$ cat src/rtl/lsac_pkg.sv
`timescale 1ns / 1ps
// ----------------------------------------------------------------------------
// Largest segment after cuts: shared package
// Sizes, payload structs, controller states and the command and status
// bundles between the controller and the datapath.
// ----------------------------------------------------------------------------
package lsac_pkg;

  localparam int unsigned MAX_CUTS = 256;
  localparam int unsigned POS_BITS = 32;
  localparam int unsigned IDX_BITS = $clog2(MAX_CUTS);
  localparam int unsigned CNT_BITS = $clog2(MAX_CUTS + 1);

  typedef struct packed {
    logic [POS_BITS-1:0] cut_position;
    logic                new_run;
  } in_t;

  typedef struct packed {
    logic [POS_BITS-1:0] largest_piece;
    logic                rejected;
  } out_t;

  typedef enum logic [3:0] {
    ST_IDLE,
    ST_CHECK,
    ST_SRCH_RD,
    ST_SRCH_CHK,
    ST_SHIFT_INIT,
    ST_SHIFT_CHK,
    ST_SHIFT_RD,
    ST_SHIFT_WR,
    ST_INSERT,
    ST_MAX_INIT,
    ST_MAX_LOOP,
    ST_MAX_RD,
    ST_MAX_CHK,
    ST_FINISH
  } state_e;

  typedef struct packed {
    logic load;
    logic rd_cur;
    logic rd_prev;
    logic srch;
    logic shift_init;
    logic shift_wr;
    logic insert;
    logic max_init;
    logic max_step;
    logic finish;
  } cmd_t;

  typedef struct packed {
    logic rej;
    logic ge;
    logic eq;
    logic last;
    logic idx_lt_cnt;
    logic idx_gt_slot;
    logic beyond;
  } sts_t;

endpackage

$ cat src/rtl/lsac_ctrl.sv
`timescale 1ns / 1ps
// ----------------------------------------------------------------------------
// Largest segment after cuts: controller
// Sequences the search, shift, insert and longest-piece scan of one cut.
// ----------------------------------------------------------------------------
module lsac_ctrl (
  input  logic            clk_i,
  input  logic            rst_ni,
  input  logic            start,
  output logic            busy,
  input  lsac_pkg::sts_t  sts_i,
  output lsac_pkg::cmd_t  cmd_o
);

  lsac_pkg::state_e state_q, state_d;

  always_ff @(posedge clk_i or negedge rst_ni) begin
    if (!rst_ni) begin
      state_q <= lsac_pkg::ST_IDLE;
    end else begin
      state_q <= state_d;
    end
  end

  always_comb begin
    state_d = state_q;
    cmd_o   = '0;
    busy    = 1'b1;
    case (state_q)
      lsac_pkg::ST_IDLE: begin
        busy = 1'b0;
        if (start) begin
          cmd_o.load = 1'b1;
          state_d    = lsac_pkg::ST_CHECK;
        end
      end
      lsac_pkg::ST_CHECK: begin
        if (sts_i.rej) begin
          state_d = lsac_pkg::ST_MAX_INIT;
        end else if (sts_i.idx_lt_cnt) begin
          state_d = lsac_pkg::ST_SRCH_RD;
        end else begin
          state_d = lsac_pkg::ST_SHIFT_INIT;
        end
      end
      lsac_pkg::ST_SRCH_RD: begin
        cmd_o.rd_cur = 1'b1;
        state_d      = lsac_pkg::ST_SRCH_CHK;
      end
      lsac_pkg::ST_SRCH_CHK: begin
        cmd_o.srch = 1'b1;
        if (sts_i.eq) begin
          state_d = lsac_pkg::ST_MAX_INIT;
        end else if (sts_i.ge || sts_i.last) begin
          state_d = lsac_pkg::ST_SHIFT_INIT;
        end else begin
          state_d = lsac_pkg::ST_SRCH_RD;
        end
      end
      lsac_pkg::ST_SHIFT_INIT: begin
        cmd_o.shift_init = 1'b1;
        state_d          = lsac_pkg::ST_SHIFT_CHK;
      end
      lsac_pkg::ST_SHIFT_CHK: begin
        if (sts_i.idx_gt_slot) begin
          state_d = lsac_pkg::ST_SHIFT_RD;
        end else begin
          state_d = lsac_pkg::ST_INSERT;
        end
      end
      lsac_pkg::ST_SHIFT_RD: begin
        cmd_o.rd_prev = 1'b1;
        state_d       = lsac_pkg::ST_SHIFT_WR;
      end
      lsac_pkg::ST_SHIFT_WR: begin
        cmd_o.shift_wr = 1'b1;
        state_d        = lsac_pkg::ST_SHIFT_CHK;
      end
      lsac_pkg::ST_INSERT: begin
        cmd_o.insert = 1'b1;
        state_d      = lsac_pkg::ST_MAX_INIT;
      end
      lsac_pkg::ST_MAX_INIT: begin
        cmd_o.max_init = 1'b1;
        state_d        = lsac_pkg::ST_MAX_LOOP;
      end
      lsac_pkg::ST_MAX_LOOP: begin
        if (sts_i.idx_lt_cnt) begin
          state_d = lsac_pkg::ST_MAX_RD;
        end else begin
          state_d = lsac_pkg::ST_FINISH;
        end
      end
      lsac_pkg::ST_MAX_RD: begin
        cmd_o.rd_cur = 1'b1;
        state_d      = lsac_pkg::ST_MAX_CHK;
      end
      lsac_pkg::ST_MAX_CHK: begin
        if (sts_i.beyond) begin
          state_d = lsac_pkg::ST_FINISH;
        end else begin
          cmd_o.max_step = 1'b1;
          state_d        = lsac_pkg::ST_MAX_LOOP;
        end
      end
      lsac_pkg::ST_FINISH: begin
        cmd_o.finish = 1'b1;
        state_d      = lsac_pkg::ST_IDLE;
      end
      default: begin
        state_d = lsac_pkg::ST_IDLE;
      end
    endcase
  end

endmodule

$ cat config.mk
export PLATFORM = sky130hd
export DESIGN_NAME = lsac_ctrl
export DESIGN_NICKNAME = d
export VERILOG_FILES = /design/src/rtl/lsac_pkg.sv /design/src/rtl/lsac_ctrl.sv
export SDC_FILE = /design/constraint.sdc
export NUM_CORES = 1
export LEC_CHECK = 0
export BUFFER_PORTS_ARGS = -buffer_cell sky130_fd_sc_hd__buf_2
export CAP_MARGIN = 20
export CORE_AREA = 8 8 45 47
export CTS_BUF_LIST = sky130_fd_sc_hd__clkbuf_4
export DETAILED_ROUTE_END_ITERATION = 8
export DIE_AREA = 0 0 53 55
export PLACE_DENSITY = 0.62
export SLEW_MARGIN = 20
export SYNTH_ARGS = -nofsm -noshare
export SYNTH_HDL_FRONTEND = slang
export SYNTH_SLANG_ARGS = --single-unit
$ cat constraint.sdc
create_clock -name clk_i -period 2.05 [get_ports clk_i]
set_clock_uncertainty 0.05 [all_clocks]
set_input_delay 0.205 -clock clk_i [delete_from_list [all_inputs] [get_ports clk_i]]
set_output_delay 0.205 -clock clk_i [all_outputs]
set_load 0.05 [all_outputs]
==> metrics.yaml, run 1 <==
outcome:
  run_status: "complete, no violations"
clock_tree:
  root_buffer: "clkbuf_4"
  postCtsSetupBuffers: 0
  clock_sink_count: 4
  number_of_buffers_added_by_the_clock_tree_synthesis_step: 3
  clkSlewWorstSetupHoldPaths_ps: 40
  clock_tree.buffer_depth: 2
  clk-insertion-delay-late_ps: 230
  cts_tree: "done"
  cts-htree-levels: 1
yosys:
  synth_nets: 70
  netlist_area_um2: 434.2
  synthesis.area_per_instance_um2: 7.236
  synth_seq_cells: 4
  synth_top_cells_by_area: "dfrtp_1 23%, nor2_1 6.9%, nand2b_1 5.8%"
  yosysSeqAreaShare_pct: 23.05
  post_synth_inst_count: 60
  post-synth-top-area-fraction_pct: 23.05
  synth.lib_cells_used.distinct: 31
  yosysWarnings: 0
  synth_top_cell_by_area: "dfrtp_1"
critical_path:
  worstPathArrival_ps: 1610
  highest_fanout_seen_on_the_critical_path: 4
  critical_register_to_register_path_endpoint: "state_q[1]"
  cp.required_ps: 1790
  critPathKind: "flip-flop to output port"
  worstRegToRegCells: 4
  rr_startpoint: "state_q[3]"
  critPathCaptureType: "output port"
  worst_setup_path_start_kind: "flip-flop"
  regToRegSetupSlack_ps: 530
floorplanning:
  die_width_um: 53
  top_level_ports: 21
  initial_utilization_pct: 31.37
  die_height_um: 55
  fp-row-count: 14
  die_area_um2: 2915
  placeableCoreArea_um2: 1384
sta:
  slew-limit-headroom_pct: 77.00
  setup-tns-final_ps: 0
  final_max_slew_viol_count: 0
  tightest_slew_ps: 345.0
  final_setup_violation_count: 0
  rsz0062_at_grt: "false"
  achievable-frequency_ghz: 0.5352
  layout_worst_path_cycle_share_pct: 91.15
  hold_viol_final: 0
  post-route-min-period_ps: 1868
final_layout:
  layout-area-overhead-vs-synth_pct: 34.29
  layout_commonest_cell: "buf_2"
  drive_above_1_share_pct: 36.59
  largest_register_ffs: 4
  diodes_inserted: 0
  utilization_pct: 42.13
  reg_top3: "state_q x4"
  largest_register: "state_q"
  layout.nets: 94
  most-common-layout-cells: "20 x buf_2, 7 x nor2_1, 6 x nand2_1, 5 x inv_1"
grt:
  gr-usage-all-layers_pct: 9.325
  largest_net_degree_at_the_start_of_global_routing: 16
  overflow_left_after_global_routing: 0
  antenna_found_initial: 0
  via_count_of_the_first_global_routing_pass: 485
  grt_first_pass_wirelength_um: 2007
pwr:
  areal_power_density_over_the_cells_nw_per_um2: 1703
  worst_ir_drop_vdd_mv: 0.5322
  static-leakage-power_uw: 0.0002858
detailed_routing:
  wire_per_inst_um: 12.83
  finalWirelength_um: 1257
  route.detailed.drc: 0
  drt-pass1-iter-count: 4
  drt-initial-drc-count: 12
  via_count: 512
  detail_route.vias_per_cell: 5.224
  postRouteAntennaNets: 0
place:
  routabilityCongestion: 0.8569
  place.detailed.hpwl_um: 1012
  placement.io_buffers: 20
run:
  maxCapViolCount: 0
min_path:
  hp-class: "input port to async pin"
worst max path at each step:
stage / start / to / slack (ps) / cells after the start
2_1_floorplan: state_q[1] / cmd_o[8] / 40 / 3
3_3_place_gp: state_q[1] / cmd_o[9] / 440 / 4
3_5_place_dp: state_q[1] / cmd_o[9] / 420 / 4
4_1_cts: state_q[1] / cmd_o[9] / 170 / 4
5_1_grt: state_q[1] / cmd_o[9] / 120 / 4
6_report: state_q[1] / cmd_o[9] / 180 / 4
cell type report:
class / instances / area [um^2]
fill: 149 / 800.8
timing repair buffer: 23 / 125.1
inverter: 5 / 18.77
multi-input combinational: 47 / 296.5
sequential: 4 / 100.1
tap: 16 / 20.02
clock buffer: 3 / 22.52
routing by layer:
| layer | global-route usage, % | vias to the layer above | wire [um] |
|---|---|---|---|
| met3 | 1.337 | 2 | 118 |
| met4 | 7.759 | 0 | 19 |
| met2 | 14.26 | 21 | 553 |
| met1 | 11.37 | 229 | 566 |
| li1 | - | 260 | - |
| met5 | 0 | - | 0 |
worst max-delay path: stages (launching register included):
cell	delay (ps)
dfrtp_1	360
or2_2	340
or3_4	350
nor2_2	80
buf_2	260
through the flow:
| stage | setup slack [ps] | hold WS [ps] | instance area [um^2] | power (uW) | std cells |
|---|---|---|---|---|---|
| 3_5_place_dp | 419.1 | -38.28 | 550.5 | 899.7 | 94 |
| 4_1_cts | 166.9 | 247.2 | 583.1 | 1001 | 98 |
| 3_3_place_gp | 436.3 | -39.77 | 550.5 | 901.2 | 94 |
| 6_report | 181.5 | 246.2 | 583.1 | 993.2 | 98 |
| 5_1_grt | 118.6 | 275.0 | 583.1 | 1069 | 98 |
| 2_1_floorplan | 44.93 | -140.6 | 441.7 | 762.7 | 60 |
Yosys cell counts, drive strengths merged:
cell type  number
nor2b           4
o211ai          1
or2             1
buf             4
dfrtp           4
o21ai           2
o21bai          1
nand4bb         1
or3             1
a31oi           1
o2bb2ai         1
nand3           1
nand2b          4
o22ai           1
or2b            1
o221ai          1
o32a            1
nor4            1
or4             1
o311a           1
a311oi          1
nor2            8
a221oi          1
inv             5
a21oi           2
nand2           6
nor3            2
a21o            1
nand3b          1
power breakdown:
group / switching (uW) / internal (uW)
combinational: 475 / 241
clock: 29.7 / 65.3
sequential: 61.1 / 120
what timing repair did:
item / CTS / global route
gates resized for setup: 0 / 0
endpoints found under the hold margin: 4 / 0
hold buffers: 1 / 0
kinds of logic (layout without fill, tap and decap cells):
| logic type | after synthesis | count (layout) | synth area share [%] |
|---|---|---|---|
| and+or+nand+nor | 32 | 32 | 40.35 |
| AOI/OAI and AO/OA | 15 | 15 | 26.23 |
| buffers and inverters | 9 | 31 | 10.37 |
| DFF | 4 | 4 | 23.06 |
Note: power is estimated with default switching activity, not from simulation.
==> run 2: changes to the inputs <==
CORE_AREA = not set   (was 8 8 45 47)
CORE_MARGIN = 8   (was not set)
CORE_UTILIZATION = 31   (was not set)
DIE_AREA = not set   (was 0 0 53 55)
PLACE_DENSITY = 0.6   (was 0.62)
RECOVER_POWER = 25   (was not set)
==> run 2 against run 1 <==
Against the previous run: clock power increased by 3.4%; via count decreased by 1.2%; sequential power about the same; maximum frequency decreased by 0.20%; hold slack got worse by 24 ps; largest cell class unchanged.
==> metrics.yaml, run 2 (synthesis results as in run 1) <==
critical_path:
  crit_chain: "or2_2 > or3_4 > nor2_2 > buf_2"
  critPathKind: "flip-flop to output port"
  worst_setup_path_start_kind: "flip-flop"
  timing.critical_path.max_delay_family: "simple AND/OR/NAND/NOR gates"
  max_stage_delay_ps: 360
  critPathCaptureType: "output port"
  cp.required_ps: 1790
  timing.critical_path.slowest_stage_cell: "dfrtp_1"
  worstPathArrival_ps: 1620
  highest_fanout_seen_on_the_critical_path: 4
  timing.critical_path.buf_inv: 1
grt:
  grt_first_pass_wirelength_um: 2049
  largest_net_degree_at_the_start_of_global_routing: 16
  antenna_found_initial: 0
  via_count_of_the_first_global_routing_pass: 510
  gr-usage-all-layers_pct: 9.681
  overflow_left_after_global_routing: 0
floorplanning:
  top_level_ports: 21
  initial_utilization_pct: 33.37
  die_area_um2: 2854
  die_height_um: 53.43
  die_width_um: 53.43
  placeableCoreArea_um2: 1301
  fp-row-count: 13
pwr:
  internal_power_uw: 427.0
  clock_share_of_power_pct: 9.9
  pwr-share-comb_pct: 71.9
  static-leakage-power_uw: 0.0002830
  areal_power_density_over_the_cells_nw_per_um2: 1717
  seqPwrFrac_pct: 18.3
  worst_ir_drop_vdd_mv: 0.7063
  total_switching_power_uw: 569.6
  post_layout_power_uw: 996.6
  power.switching_fraction_pct: 57.16
clock_tree:
  clk-insertion-delay-late_ps: 230
  root_buffer: "clkbuf_4"
  clock_tree.buffer_depth: 2
  cts_tree: "done"
  number_of_buffers_added_by_the_clock_tree_synthesis_step: 3
  cts-htree-levels: 1
  number_of_resized_instances_in_the_post_cts_repair_step: 0
  clock_sink_count: 4
  clkSlewWorstSetupHoldPaths_ps: 40
detailed_routing:
  route.detailed.drc: 0
  drt-pass1-iter-count: 4
  wire_per_inst_um: 13.40
  finalWirelength_um: 1300
  postRouteAntennaNets: 0
  via_count: 506
  drt-initial-drc-count: 11
  detail_route.vias_per_cell: 5.216
place:
  placement.io_buffers: 20
  routabilityCongestion: 0.8129
  place.detailed.hpwl_um: 1029
  pre_cts_slack_ps: 420.2
sta:
  final_setup_violation_count: 0
  setup-tns-final_ps: 0
  layout_worst_path_cycle_share_pct: 91.33
  hold_viol_final: 0
  finalHoldWorstSlack_ps: 222.7
  final_max_slew_viol_count: 0
  post-route-min-period_ps: 1872
  slew-limit-headroom_pct: 75.55
  rsz0062_at_grt: "false"
  tightest_slew_ps: 366.7
  achievable-frequency_ghz: 0.5341
  layout_setup_ws_ps: 177.7
run:
  maxCapViolCount: 0
final_layout:
  reg_top3: "state_q x4"
  largest_register: "state_q"
  largest_register_ffs: 4
  layout.filler_cells: 150
  most-common-layout-cells: "19 x buf_2, 7 x nor2_1, 6 x nand2_1, 5 x inv_1"
  drive_above_1_share_pct: 35.37
  multi_input_comb_area_um2: 296.5
  final-seq-area_um2: 100.1
  layout-area-overhead-vs-synth_pct: 33.72
  diodes_inserted: 0
  layout.nets: 94
  layout_commonest_cell: "buf_2"
min_path:
  hp-class: "input port to flip-flop"
outcome:
  run_status: "complete, no violations"
==> run 2: area by class of cell <==
type / instances / area share (%)
Clock buffer: 3 / 3.879
Inverter: 5 / 3.233
Multi-Input combinational cell: 47 / 51.08
Sequential cell: 4 / 17.24
Tap cell: 15 / 3.233
Timing Repair Buffer: 23 / 21.34
==> run 2: worst min-delay path, stage by stage <==
cell	delay, ps
buf_2	90
o22ai_1	60
a21oi_1	110
==> run 2: repair_timing <==
action,4_1_cts,5_1_grt
hold buffers,1,0
endpoints found under the hold margin,4,0
buffers inserted,0,0
==> run 2: final timing paths <==
path / from / end / slack, ps / depth (start not counted)
max: state_q[1] / cmd_o[9] / 180 / 4
min: start / state_q[0] / 220 / 3
max reg2reg: state_q[3] / state_q[1] / 500 / 4
min reg2reg: state_q[0] / state_q[1] / 560 / 2
max in group asynchronous: rst_ni / state_q[1] / 1500 / 2
min in group asynchronous: rst_ni / state_q[3] / 270 / 2
==> run 2: per-layer routing <==
metal / vias up / track usage, % / wire, um
met4: 0 / 8.824 / 52
met2: 17 / 15.43 / 650
met5: - / 0 / 0
met3: 4 / 1.120 / 43
li1: 261 / - / -
met1: 224 / 10.92 / 554
==> run 2: power by group through the flow <==
stage          Combinational [uW]  Clock, uW  Sequential, uW
4_1_cts                       719        101             181
5_1_grt                       778        104             187
6_report                      716       98.2             182
2_1_floorplan                 620          0             143
3_3_place_gp                  721          0             183
3_5_place_dp                  716          0             181
==> run 2: metrics by stage <==
step,cell area [um^2],utilization (%),instances
floorplan,441.7,-,60
finish,580.6,44.62,97
detailed placement,549.3,42.21,93
CTS,581.8,44.71,97
global placement,549.3,42.21,93
global route,580.6,44.62,97
==> run 3: changes to the inputs <==
ABC_AREA = 1   (was not set)
CORE_AREA = 8 8 45 47   (was not set)
CORE_MARGIN = not set   (was 8)
CORE_UTILIZATION = not set   (was 31)
DIE_AREA = 0 0 53 55   (was not set)
==> run 3 against run 2 <==
Against the previous run: power is 11% lower; sequential cell count unchanged; clock power shrank 6.4%; critical endpoint is now cmd_o[8]; largest cell class unchanged; largest power group unchanged.
==> metrics.yaml, run 3 <==
outcome:
  run_status: "complete, no violations"
critical_path:
  crit_chain: "nor2_1 > nand2_1 > nand2_1 > buf_2"
  timing.critical_path.buf_inv: 1
  timing.critical_path.slowest_stage_cell: "dfrtp_1"
  highest_fanout_seen_on_the_critical_path: 6
  critPathKind: "flip-flop to output port"
  cp.required_ps: 1790
  critPathCaptureType: "output port"
  timing.critical_path.max_delay_family: "simple AND/OR/NAND/NOR gates"
  critPathMostFrequentCell: "nand2_1"
  worst_setup_path_start_kind: "flip-flop"
  worstPathArrival_ps: 1370
  max_stage_delay_ps: 420
grt:
  antenna_found_initial: 0
  largest_net_degree_at_the_start_of_global_routing: 7
  via_count_of_the_first_global_routing_pass: 538
  overflow_left_after_global_routing: 0
  grt_first_pass_wirelength_um: 2001
  gr-usage-all-layers_pct: 9.031
final_layout:
  layout-area-overhead-vs-synth_pct: 36.89
  reg_top3: "state_q x4"
  layout_commonest_cell: "nand2_1"
  largest_register_ffs: 4
  layout.nets: 113
  diodes_inserted: 0
  layout.filler_cells: 149
  largest_register: "state_q"
  multi_input_comb_area_um2: 261.5
  final-seq-area_um2: 100.1
  most-common-layout-cells: "24 x nand2_1, 19 x nor2_1, 19 x buf_2, 10 x inv_1"
  drive_above_1_share_pct: 27.72
pwr:
  areal_power_density_over_the_cells_nw_per_um2: 1573
  worst_ir_drop_vdd_mv: 0.4878
  post_layout_power_uw: 883.7
  static-leakage-power_uw: 0.0003681
floorplanning:
  die_width_um: 53
  fp-row-count: 14
  placeableCoreArea_um2: 1384
  initial_utilization_pct: 29.66
  top_level_ports: 21
  die_area_um2: 2915
  die_height_um: 55
yosys:
  post_synth_inst_count: 77
  synth-edff-count: 0
  ys_async_sr_fraction_pct: 100.0
  synth.top_cells.by_count: "24 x nand2_1, 19 x nor2_1, 10 x inv_1, 4 x dfrtp_1, 4 x nand3_1"
  synth.lib_cells_used.distinct: 15
  synth_top_cells_by_area: "dfrtp_1 24%, nand2_1 22%, nor2_1 17%"
  synth_nets: 87
  synth_seq_cells: 4
  synth_top_cell_by_area: "dfrtp_1"
  post-synth-top-area-fraction_pct: 24.39
  yosysWarnings: 0
  ys_dominant_reg_cell: "dfrtp_1"
  synthesis.area_per_instance_um2: 5.330
  netlist_area_um2: 410.4
  yosys.cell_count.top_type: "nand2_1"
  yosysSeqAreaShare_pct: 24.39
detailed_routing:
  wire_per_inst_um: 10.15
  detail_route.vias_per_cell: 4.530
  via_count: 530
  drt-initial-drc-count: 15
  finalWirelength_um: 1188
  postRouteAntennaNets: 0
  drt-pass1-iter-count: 4
  route.detailed.drc: 0
clock_tree:
  number_of_buffers_added_by_the_clock_tree_synthesis_step: 3
  cts_tree: "done"
  postCtsSetupBuffers: 0
  root_buffer: "clkbuf_4"
  clock_sink_count: 4
  clk-insertion-delay-late_ps: 230
  cts-htree-levels: 1
  clkSlewWorstSetupHoldPaths_ps: 40
  clock_tree.buffer_depth: 2
sta:
  tightest_slew_ps: 312.5
  hold_viol_final: 0
  post-route-min-period_ps: 1626
  rsz0062_at_grt: "false"
  setup-tns-final_ps: 0
  achievable-frequency_ghz: 0.6149
  finalHoldWorstSlack_ps: 179.8
  final_setup_violation_count: 0
  slew-limit-headroom_pct: 79.09
  final_max_slew_viol_count: 0
  layout_worst_path_cycle_share_pct: 79.33
min_path:
  hp-class: "input port to flip-flop"
run:
  maxCapViolCount: 0
place:
  placement.io_buffers: 20
  routabilityCongestion: 0.8067
  place.detailed.hpwl_um: 1044
-- run 3: final cells by class --
class	count	share of cell area (%)
multi-input combinational	60	46.55
timing repair buffer	21	19.38
sequential	4	17.82
inverter	13	8.686
clock buffer	3	4.009
tap	16	3.563
-- run 3: path summary, 6_finish.rpt --
path	startpoint	endpoint	slack (ps)	cells past startpoint
max	state_q[0]	cmd_o[8]	420	4
min	start	state_q[0]	180	3
max reg2reg	state_q[0]	state_q[2]	780	6
min reg2reg	state_q[3]	state_q[3]	630	2
max in group asynchronous	rst_ni	state_q[3]	1490	2
min in group asynchronous	rst_ni	state_q[0]	280	2
-- run 3: where the power goes --
part,internal [uW],total (uW),leakage (uW),switching (uW)
Sequential,119,163,0.0000492,44.6
Clock,65.1,91.9,0.0000138,26.8
Combinational,155,628,0.000305,473
-- run 3: timing repair --
item                      CTS  global route
hold endpoints to repair    4             0
resized for setup           0             0
hold buffers                1             0
-- run 3: stage by stage --
stage                     instances  utilization, %  worst slack [ps]  area (um^2)
final                           117           40.60             423.8        561.8
after global routing            117           40.60             321.4        561.8
after CTS                       117           40.69             411.3        563.0
after detailed placement        113           38.34             643.0        530.5
after global placement          113           38.34             646.4        530.5
after floorplan                  77               -             94.36        410.4
-- run 3: tightest hold or removal path, delay by kind of cell --
family,cells,cell delay (ps)
buf+inv,1,90
simple gates,2,120
-- run 3: metal layers --
layer / routed length [um] / up-vias / share of wire [%] / track usage, %
met4: 0 / 0 / 0 / 5.172
met3: 57 / 0 / 4.8 / 1.070
met5: 0 / - / 0 / 0
li1: - / 286 / - / -
met2: 575 / 16 / 48 / 15.63
met1: 556 / 228 / 47 / 10.53
-- run 3: cell families after synthesis --
family	Yosys count	synth area share, %
flip-flops	4	24.39
buffers and inverters	13	11.89
AND/OR/NAND/NOR	55	57.63
AO/OA/AOI/OAI	5	6.097
